--- config.mk ---
export PLATFORM = sky130hd
export DESIGN_NAME = xor_checked_frame_parser
export DESIGN_NICKNAME = d
export VERILOG_FILES = /design/src/rtl/xcfp_pkg.sv /design/src/rtl/xcfp_cfg_regs.sv /design/src/rtl/xcfp_core.sv /design/src/rtl/xor_checked_frame_parser.sv
export SDC_FILE = /design/constraint.sdc
export NUM_CORES = 1
export LEC_CHECK = 0
export BUFFER_PORTS_ARGS = -buffer_cell sky130_fd_sc_hd__buf_2
export CAP_MARGIN = 20
export CORE_MARGIN = 4
export CORE_UTILIZATION = 35
export CTS_BUF_LIST = sky130_fd_sc_hd__clkbuf_16
export DETAILED_ROUTE_END_ITERATION = 10
export GPL_TIMING_DRIVEN = 0
export PLACE_DENSITY = 0.61
export SETUP_SLACK_MARGIN = 0.1
export SYNTH_ARGS = -nofsm -noshare
export SYNTH_HDL_FRONTEND = slang
export SYNTH_SLANG_ARGS = --single-unit
--- constraint.sdc ---
create_clock -name clk -period 5.1 [get_ports clk]
set_input_delay 0.765 -clock clk [delete_from_list [all_inputs] [get_ports clk]]
set_output_delay 0.765 -clock clk [all_outputs]
set_load 0.01 [all_outputs]
--- src/rtl/xcfp_pkg.sv ---
// Shared types and constants for the XOR-checked frame parser.
package xcfp_pkg;

	localparam int unsigned ByteW  = 8;
	localparam int unsigned KindW  = 2;
	localparam int unsigned CountW = 3;
	localparam int unsigned IndexW = 3;

	// Configuration register indexes
	localparam logic [IndexW-1:0] CFG_START_CODE = 3'd0;
	localparam logic [IndexW-1:0] CFG_HEADER_0   = 3'd1;
	localparam logic [IndexW-1:0] CFG_HDR_COUNT  = 3'd5;
	localparam logic [IndexW-1:0] CFG_MAX_LENGTH = 3'd6;

	localparam logic [ByteW-1:0] START_CODE_RST = 8'h00;
	localparam logic [ByteW-1:0] MAX_LENGTH_RST = 8'd32;
	localparam logic [ByteW-1:0] LEN_ZERO       = 8'h00;
	localparam logic [ByteW-1:0] LEN_INVALID    = 8'hFF;

	// Result kinds
	localparam logic [KindW-1:0] KIND_DATA   = 2'd0;
	localparam logic [KindW-1:0] KIND_ACCEPT = 2'd1;
	localparam logic [KindW-1:0] KIND_REJECT = 2'd2;

	typedef enum logic [2:0] {
		PH_HUNT,
		PH_HEADER,
		PH_LEN,
		PH_DLEN,
		PH_PAYLOAD,
		PH_CHECK
	} phase_t;

	typedef struct packed {
		logic [ByteW-1:0]  start_code;
		logic [CountW-1:0] header_count;
		logic [ByteW-1:0]  max_length;
	} cfg_t;

endpackage

--- src/rtl/xcfp_cfg_regs.sv ---
// Configuration register file for the frame parser.
module xcfp_cfg_regs
	import xcfp_pkg::*;
#(
	parameter int unsigned HEADER_SLOTS = 4
) (
	input  logic                clk,
	input  logic                arst_n,
	input  logic                cfg_valid,
	output logic                cfg_ready,
	input  logic [IndexW-1:0]   cfg_index,
	input  logic [ByteW-1:0]    cfg_data,
	output cfg_t                cfg,
	output logic [ByteW-1:0]    hdr_codes [HEADER_SLOTS]
);

	cfg_t             cfg_q;
	logic [ByteW-1:0] hdr_code_q [HEADER_SLOTS];
	logic             wr_en;

	assign cfg_ready = 1'b1;
	assign wr_en     = cfg_valid && cfg_ready;

	always_ff @(posedge clk or negedge arst_n) begin
		if (!arst_n) begin
			cfg_q.start_code   <= START_CODE_RST;
			cfg_q.header_count <= '0;
			cfg_q.max_length   <= MAX_LENGTH_RST;
			for (int i = 0; i < HEADER_SLOTS; i++) begin
				hdr_code_q[i] <= '0;
			end
		end else if (wr_en) begin
			case (cfg_index)
				CFG_START_CODE: cfg_q.start_code   <= cfg_data;
				CFG_HDR_COUNT:  cfg_q.header_count <= cfg_data[CountW-1:0];
				CFG_MAX_LENGTH: cfg_q.max_length   <= cfg_data;
				default: begin
					// header code slots; indexes with no slot behind them are dropped
					for (int i = 0; i < HEADER_SLOTS; i++) begin
						if (cfg_index == IndexW'(int'(CFG_HEADER_0) + i)) begin
							hdr_code_q[i] <= cfg_data;
						end
					end
				end
			endcase
		end
	end

	assign cfg       = cfg_q;
	assign hdr_codes = hdr_code_q;

endmodule

--- src/rtl/xcfp_core.sv ---
// Frame parser datapath: input register, phase machine and result register.
module xcfp_core
	import xcfp_pkg::*;
#(
	parameter int unsigned HEADER_SLOTS = 4
) (
	input  logic              clk,
	input  logic              arst_n,
	input  cfg_t              cfg,
	input  logic [ByteW-1:0]  hdr_codes [HEADER_SLOTS],
	input  logic              in_valid,
	output logic              in_stall,
	input  logic [ByteW-1:0]  rx_byte,
	output logic              out_valid,
	input  logic              out_stall,
	output logic [KindW-1:0]  kind,
	output logic [ByteW-1:0]  data_byte,
	output logic [ByteW-1:0]  byte_index,
	output logic [ByteW-1:0]  frame_header,
	output logic [ByteW-1:0]  frame_length,
	output logic [ByteW-1:0]  frame_data_length
);

	// input stage
	logic             valid_s1;
	logic [ByteW-1:0] rx_byte_s1;

	// parser state
	phase_t           phase_q, phase_n;
	logic [ByteW-1:0] hdr_q, hdr_n;
	logic [ByteW-1:0] plen_q, plen_n;
	logic [ByteW-1:0] dlen_q, dlen_n;
	logic [ByteW-1:0] xor_q, xor_n;
	logic [ByteW-1:0] pos_q, pos_n;

	// result register
	logic             res_valid_q;
	logic [KindW-1:0] kind_q;
	logic [ByteW-1:0] data_q, idx_q, fhdr_q, flen_q, fdlen_q;

	logic             blocked, fire_s1, emit;
	logic [KindW-1:0] emit_kind;
	logic [ByteW-1:0] emit_idx;
	logic             hdr_hit, len_ok;
	logic [ByteW:0]   pos_next;

	assign blocked  = res_valid_q && out_stall;
	assign fire_s1  = valid_s1 && !blocked;
	assign in_stall = valid_s1 && blocked;

	always_ff @(posedge clk or negedge arst_n) begin
		if (!arst_n) begin
			valid_s1 <= 1'b0;
		end else if (!in_stall) begin
			valid_s1 <= in_valid;
		end
	end

	always_ff @(posedge clk) begin
		if (in_valid && !in_stall) begin
			rx_byte_s1 <= rx_byte;
		end
	end

	always_comb begin
		hdr_hit = 1'b0;
		for (int i = 0; i < HEADER_SLOTS; i++) begin
			if ((CountW'(i) < cfg.header_count) && (hdr_codes[i] == rx_byte_s1)) begin
				hdr_hit = 1'b1;
			end
		end
	end

	assign len_ok   = (rx_byte_s1 != LEN_ZERO) && (rx_byte_s1 != LEN_INVALID) &&
			(rx_byte_s1 <= cfg.max_length);
	assign pos_next = {1'b0, pos_q} + 9'd1;

	always_comb begin
		phase_n   = phase_q;
		hdr_n     = hdr_q;
		plen_n    = plen_q;
		dlen_n    = dlen_q;
		xor_n     = xor_q;
		pos_n     = pos_q;
		emit      = 1'b0;
		emit_kind = KIND_DATA;
		emit_idx  = '0;
		case (phase_q)
			PH_HEADER: begin
				hdr_n   = rx_byte_s1;
				phase_n = hdr_hit ? PH_LEN : PH_HUNT;
			end
			PH_LEN: begin
				plen_n  = rx_byte_s1;
				phase_n = len_ok ? PH_DLEN : PH_HUNT;
			end
			PH_DLEN: begin
				dlen_n = rx_byte_s1;
				if (len_ok) begin
					phase_n = PH_PAYLOAD;
					pos_n   = '0;
				end else begin
					phase_n = PH_HUNT;
				end
			end
			PH_PAYLOAD: begin
				emit      = 1'b1;
				emit_kind = KIND_DATA;
				emit_idx  = pos_q;
				xor_n     = xor_q ^ rx_byte_s1;
				if (pos_next >= {1'b0, plen_q}) begin
					phase_n = PH_CHECK;
					pos_n   = '0;
				end else begin
					pos_n = pos_next[ByteW-1:0];
				end
			end
			PH_CHECK: begin
				emit      = 1'b1;
				emit_kind = (rx_byte_s1 == xor_q) ? KIND_ACCEPT : KIND_REJECT;
				phase_n   = PH_HUNT;
				xor_n     = '0;
				pos_n     = '0;
			end
			default: begin
				phase_n = PH_HUNT;
				if (rx_byte_s1 == cfg.start_code) begin
					phase_n = PH_HEADER;
					xor_n   = '0;
					pos_n   = '0;
				end
			end
		endcase
	end

	always_ff @(posedge clk or negedge arst_n) begin
		if (!arst_n) begin
			phase_q <= PH_HUNT;
			hdr_q   <= '0;
			plen_q  <= '0;
			dlen_q  <= '0;
			xor_q   <= '0;
			pos_q   <= '0;
		end else if (fire_s1) begin
			phase_q <= phase_n;
			hdr_q   <= hdr_n;
			plen_q  <= plen_n;
			dlen_q  <= dlen_n;
			xor_q   <= xor_n;
			pos_q   <= pos_n;
		end
	end

	always_ff @(posedge clk or negedge arst_n) begin
		if (!arst_n) begin
			res_valid_q <= 1'b0;
		end else if (fire_s1 && emit) begin
			res_valid_q <= 1'b1;
		end else if (!out_stall) begin
			res_valid_q <= 1'b0;
		end
	end

	// frame fields are taken before this byte's update, as in the current frame
	always_ff @(posedge clk) begin
		if (fire_s1 && emit) begin
			kind_q  <= emit_kind;
			data_q  <= rx_byte_s1;
			idx_q   <= emit_idx;
			fhdr_q  <= hdr_q;
			flen_q  <= plen_q;
			fdlen_q <= dlen_q;
		end
	end

	assign out_valid         = res_valid_q;
	assign kind              = kind_q;
	assign data_byte         = data_q;
	assign byte_index        = idx_q;
	assign frame_header      = fhdr_q;
	assign frame_length      = flen_q;
	assign frame_data_length = fdlen_q;

endmodule

--- src/rtl/xor_checked_frame_parser.sv ---
// A result is registered: the input register loads at the transfer of the byte that
// causes it, and the result register loads from it unless a stalled result blocks it.
// Throughput: one byte per cycle; a result held by out_stall holds the input register,
// which then stalls the input until the result transfers.
// Reset (arst_n low): parser returns to hunting, state and result valid clear, registers
// take their reset values (max_length 32, all others 0).
module xor_checked_frame_parser
	import xcfp_pkg::*;
#(
	parameter int unsigned HEADER_SLOTS = 4
) (
	input  logic              clk,
	input  logic              arst_n,
	input  logic              cfg_valid,
	output logic              cfg_ready,
	input  logic [IndexW-1:0] cfg_index,
	input  logic [ByteW-1:0]  cfg_data,
	input  logic              in_valid,
	output logic              in_stall,
	input  logic [ByteW-1:0]  rx_byte,
	output logic              out_valid,
	input  logic              out_stall,
	output logic [KindW-1:0]  kind,
	output logic [ByteW-1:0]  data_byte,
	output logic [ByteW-1:0]  byte_index,
	output logic [ByteW-1:0]  frame_header,
	output logic [ByteW-1:0]  frame_length,
	output logic [ByteW-1:0]  frame_data_length
);

	cfg_t             cfg;
	logic [ByteW-1:0] hdr_codes [HEADER_SLOTS];

	xcfp_cfg_regs #(
		.HEADER_SLOTS(HEADER_SLOTS)
	) u_cfg_regs (
		.clk      (clk),
		.arst_n   (arst_n),
		.cfg_valid(cfg_valid),
		.cfg_ready(cfg_ready),
		.cfg_index(cfg_index),
		.cfg_data (cfg_data),
		.cfg      (cfg),
		.hdr_codes(hdr_codes)
	);

	xcfp_core #(
		.HEADER_SLOTS(HEADER_SLOTS)
	) u_core (
		.clk              (clk),
		.arst_n           (arst_n),
		.cfg              (cfg),
		.hdr_codes        (hdr_codes),
		.in_valid         (in_valid),
		.in_stall         (in_stall),
		.rx_byte          (rx_byte),
		.out_valid        (out_valid),
		.out_stall        (out_stall),
		.kind             (kind),
		.data_byte        (data_byte),
		.byte_index       (byte_index),
		.frame_header     (frame_header),
		.frame_length     (frame_length),
		.frame_data_length(frame_data_length)
	);

endmodule

* Word level (Yosys, flattened, before mapping)
Cells that the tools add are included.
Cells by class: $mul 0, mux-type cells 19, magnitude comparators 6, shift operators 0, div/mod/pow operators 0, reduce and logical (&&, ||, !) cells 34, add/sub/neg operators 1, bitwise operators 4, equality and inequality tests 21
Operator list (number):
- $eq A8 B8 Y1 | 6
- $pmux W8 S4 | 1
- $mux W8 | 3
- $pmux W8 S3 | 1
- $eq A3 B3 Y1 const B | 5
- $pmux W3 S5 | 1
- $reduce_and A3 Y1 | 5
- $reduce_and A2 Y1 | 7
- $eq A3 B2 Y1 const B | 4
- $logic_and A1 B1 Y1 | 11
- $add A8 B1 Y9 const B | 1
- $ge A9 B8 Y1 | 1
- $le A8 B8 Y1 | 1
- $mux W1 | 8
- $ne A8 B8 Y1 const B | 1
- $reduce_bool A8 Y1 | 1
- $xor A8 B8 Y8 | 1
- $eq A3 B1 Y1 const B | 2
- $lt A1 B3 Y1 const A | 2
- $lt A2 B3 Y1 const A | 2
- $mux W2 | 3
- $mux W3 | 2
- $ne A2 B1 Y1 const B | 3
- $reduce_or A3 Y1 | 2
- 7 further kinds | 11
Storage, ports and cells: input bits 24, logic and storage cells 107, register bits after elaboration 146, bits in latches 0, ROM bits 0, output and inout port bits 45, memories 0, bits in writable memories 0

* Depth between registers and ports, before layout
depth after elaboration 8, depth in mapped cells 12, mapped depth without buffers 11

* Modules after synthesis
Synthesis repeated with hierarchy kept, for this count alone.
Second synthesis, totals: cells, all modules 500, area, all modules 6668.9 um2
By module, submodules not included:
- xcfp_core | seq. area each 2627.5 um2, area an instance 4682.0 um2, cells an instance 385, instances 1
- xcfp_cfg_regs | seq. area each 1277.5 um2, area an instance 1986.9 um2, cells an instance 115, instances 1

* Least setup slack after synthesis
OpenSTA, ideal clock, no wires.
kind flip-flop to flip-flop, start point register u_core.pos_q[0], end point register u_core.phase_q[0], slack 2.245 ns, setup time 0.127 ns, buffers on the path 0, cell stages (with the launch flop) 12, arrival time 2.728 ns, required time 4.973 ns, period minus slack after synthesis 2.855 ns, cells stage by stage dfrtp_1 ha_1 and3_1 and3_1 xor2_1 ha_1 a21o_1 a211o_1 a311oi_1 o31a_2 nand2b_2 mux2_1
On the way: longest elaborated chain between the ends 4
Ends and longest elaborated chain:
- start, declared | RTL line xcfp_core.sv:34 | logic [ByteW-1:0] pos_q, pos_n;
- start signal, assigned | RTL line xcfp_core.sv:150 | pos_q <= pos_n;
- $add A8 B1 Y9 | RTL line xcfp_core.sv:76 | assign pos_next = {1'b0, pos_q} + 9'd1;
- $ge A9 B8 Y1 | RTL line xcfp_core.sv:111 | if (pos_next >= {1'b0, plen_q}) begin
- $ne A2 B1 Y1 (no line)
- $reduce_and A2 Y1 (no line)
- end signal, assigned | RTL line xcfp_core.sv:145 | phase_q <= phase_n;
- end, declared | RTL line xcfp_core.sv:29 | phase_t phase_q, phase_n;
Every way passes these cells. A chain may end at the register's enable or synchronous reset.

* Final worst setup path
Ends and elaborated chain as after synthesis.

==> results.cfg <==
[run_status]
status = finished, final reports clean

[sta]
drv_slew = 0
finalHoldViolCount = 0
fmax_mhz = 317
slew_headroom = 0.359
tightestPinTransition_ns = 0.962
finalClockSkew_ns = 0.00806
setup_viol = 0
min_period_ns = 3.15
period_share = 0.618
fin_tns_setup_ns = 0
rsz0062_at_grt = false

[route]
avgViaCountPerCell = 4.97
wl_um = 14300
drc = 0
drt_iter0_drc = 176
wl_per_cell_um = 17.3
ant_nets = 0
via_count = 4112
firstDrtPassIters = 4

[logic_synthesis]
syn-cell-area_um2 = 6620
synthArstFlopShare = 0.658
synth_fp_nets = 536
yosysTopAreaCellShare = 0.359
yosys.area.top_type = dfrtp_1
ys_seq_elements = 146
avgSynthCellArea_um2 = 13.4
synth_edf_count = 50
synth_common_cells = dfrtp_1 (95), mux2_2 (65), edfxtp_1 (50)
ys_seq_area_frac = 0.590
yosysUniqueCellTypes = 56
syn_inst = 494
synth_most_common_cell = dfrtp_1
synth_area_leaders = dfrtp_1 (36%), edfxtp_1 (23%), mux2_2 (11%)
ys.flop_type = dfrtp_1
synth-warning-count = 0

[cells_and_area]
largest_reg_flops = 32
diodes = 0
fin_nets = 623
finalInstanceArea_um2 = 7850
nFillCells = 1753
ff_latch_area_um2 = 3910
syn_to_final_growth_pct = 18.5
multi_input_area_um2 = 2530
drive_gt1_frac = 0.298

[floorplan]
io_pins = 69
fp.coreArea_um2 = 18600
die_w_um = 146
start_util = 0.355
die_h_um = 146
rows = 50
die_area_um2 = 21200

[worst_hold_path]
hold_class = in -> async

[placed_design]
placed_area_um2 = 7290
routabilityCongestion = 0.797
port_buffers = 65
hpwl_um = 10100

[worst_setup_path]
startpoint_type = flip-flop
worstSetupPathType = reg -> reg
crit_arrival_ns = 3.45
crit_chain = ha_1 -> and3_1 -> and3_1 -> xor2_1 -> ha_1 -> a21o_1 -> a211o_1 -> a311oi_1 -> o31a_2 -> nand2b_2 -> mux2_1
cp-end-kind = flip-flop
crit_fanout = 6
cpPeakStageDelay_ns = 0.44
cp_data_required_time_ns = 5.40
cp_slowest_cell = dfrtp_1

[clock_network]
cts-htree-levels = 4
cts_max_path_buffers = 2
clock-root-buffer = clkbuf_16
cts_setup_buffers = 0
cts_tree = done
path_clk_slew_ns = 0.06
clk_latency_ns = 0.42
clkSinkCount = 146
cts_made_buffers = 17
holdBufCountCts = 0
post_cts_resized = 0

[global_route]
grt_util_all_layers = 0.144
antenna_found_initial = 0
overflow = 0
grt_max_degree = 67
grt_pass1_wl_um = 24000
grt_pass1_vias = 4510

[power]
power_density_nw_per_um2 = 386
peakVddDrop_mv = 0.226
power.leakage_nw = 3.34

[job]
maxCapViolations = 0
## per-stage QoR
stage / instances / setup WS, ns / utilization / power [mW] / hold WS (ns)
detailed placement: 795 / 1.97 / 0.391 / 1.89 / 0.433
finish: 828 / 1.95 / 0.421 / 3.03 / 0.296
global placement: 793 / 1.97 / 0.388 / 1.85 / 0.427
CTS: 827 / 1.95 / 0.421 / 3.07 / 0.292
global route: 828 / 1.75 / 0.421 / 3.19 / 0.310
floorplan: 494 / 2.24 / - / 1.75 / 0.419
## critical path: cells and delay by family (launching register included)
family / cells / cell delay, ns
muxes: 1 / 0.33
xor gates and xnor gates: 1 / 0.16
DFF: 1 / 0.44
AOI/OAI and AO/OA: 4 / 0.90
adders and majority gates: 2 / 0.58
and+or+nand+nor: 3 / 0.63
## final cells by class
type,count,share of cell area
Clock inverter,15,0.0161
Tap cell,234,0.0373
Sequential cell,146,0.498
Timing Repair Buffer,68,0.0485
Clock buffer,17,0.0542
Multi-Input combinational cell,307,0.323
Buffer,18,0.0126
Inverter,23,0.0110
## worst paths after layout
check,endpoint,slack (ns),cells after the start,start
max,u_core.phase_q[0]$_DFFE_PN0P_,1.95,11,u_core.pos_q[0]$_DFFE_PN0P_
min,u_cfg_regs.hdr_codes[5]$_DFFE_PN0P_,0.30,1,arst_n
max reg2reg,u_core.phase_q[0]$_DFFE_PN0P_,1.95,11,u_core.pos_q[0]$_DFFE_PN0P_
min reg2reg,u_core.frame_data_length[4]$_DFFE_PP_,0.45,0,u_core.dlen_q[4]$_DFFE_PN0P_
max in group asynchronous,u_cfg_regs.cfg[5]$_DFFE_PN1P_,4.09,2,arst_n
min in group clk,u_core.frame_data_length[4]$_DFFE_PP_,0.45,0,u_core.dlen_q[4]$_DFFE_PN0P_
## cell usage in the layout, fill, tap and decap left out, drive strengths merged, types with 3 or more instances in the layout
master   Yosys  layout
a21oi        8       8
o211ai       5       5
xor2        31      31
clkbuf       4      21
and2         6       6
mux2        74      74
nor2b        3       3
nor3         7       7
buf         14      82
nand2        9       9
nand3        6       6
o21ai       23      23
edfxtp      50      50
nand4       10      10
o2bb2ai      5       5
a21o         4       4
nor3b        3       3
ha          18      18
nand4b       3       3
nand2b      13      13
nor2        21      21
and3         3       3
nor4         8       8
dfrtp       95      95
xnor2       23      23
clkinv       0       7
inv         23      28
## report_power, final
group / internal [mW] / switching [mW]
Sequential: 1.37 / 0.0992
Clock: 0.706 / 0.461
Combinational: 0.205 / 0.192
## cells by family after synthesis
group                      count (synthesis)  share of synthesized area
DFF                                      146                      0.590
and+or+nand+nor                          100                     0.0896
muxes                                     76                      0.129
AOI/OAI and AO/OA                         58                     0.0580
xor gates and xnor gates                  54                     0.0714
buffers and inverters                     41                     0.0280
adders and majority gates                 18                     0.0340
other                                      1                   0.000566
## per-layer routing
layer | GRT usage | part of all wire | vias up
li1 | - | - | 1953
met1 | 0.180 | 0.44 | 2040
met2 | 0.237 | 0.50 | 95
met3 | 0.0358 | 0.041 | 24
met4 | 0.0655 | 0.019 | 0
met5 | 0 | 0 | -
Power figures use the tool's default switching activity.
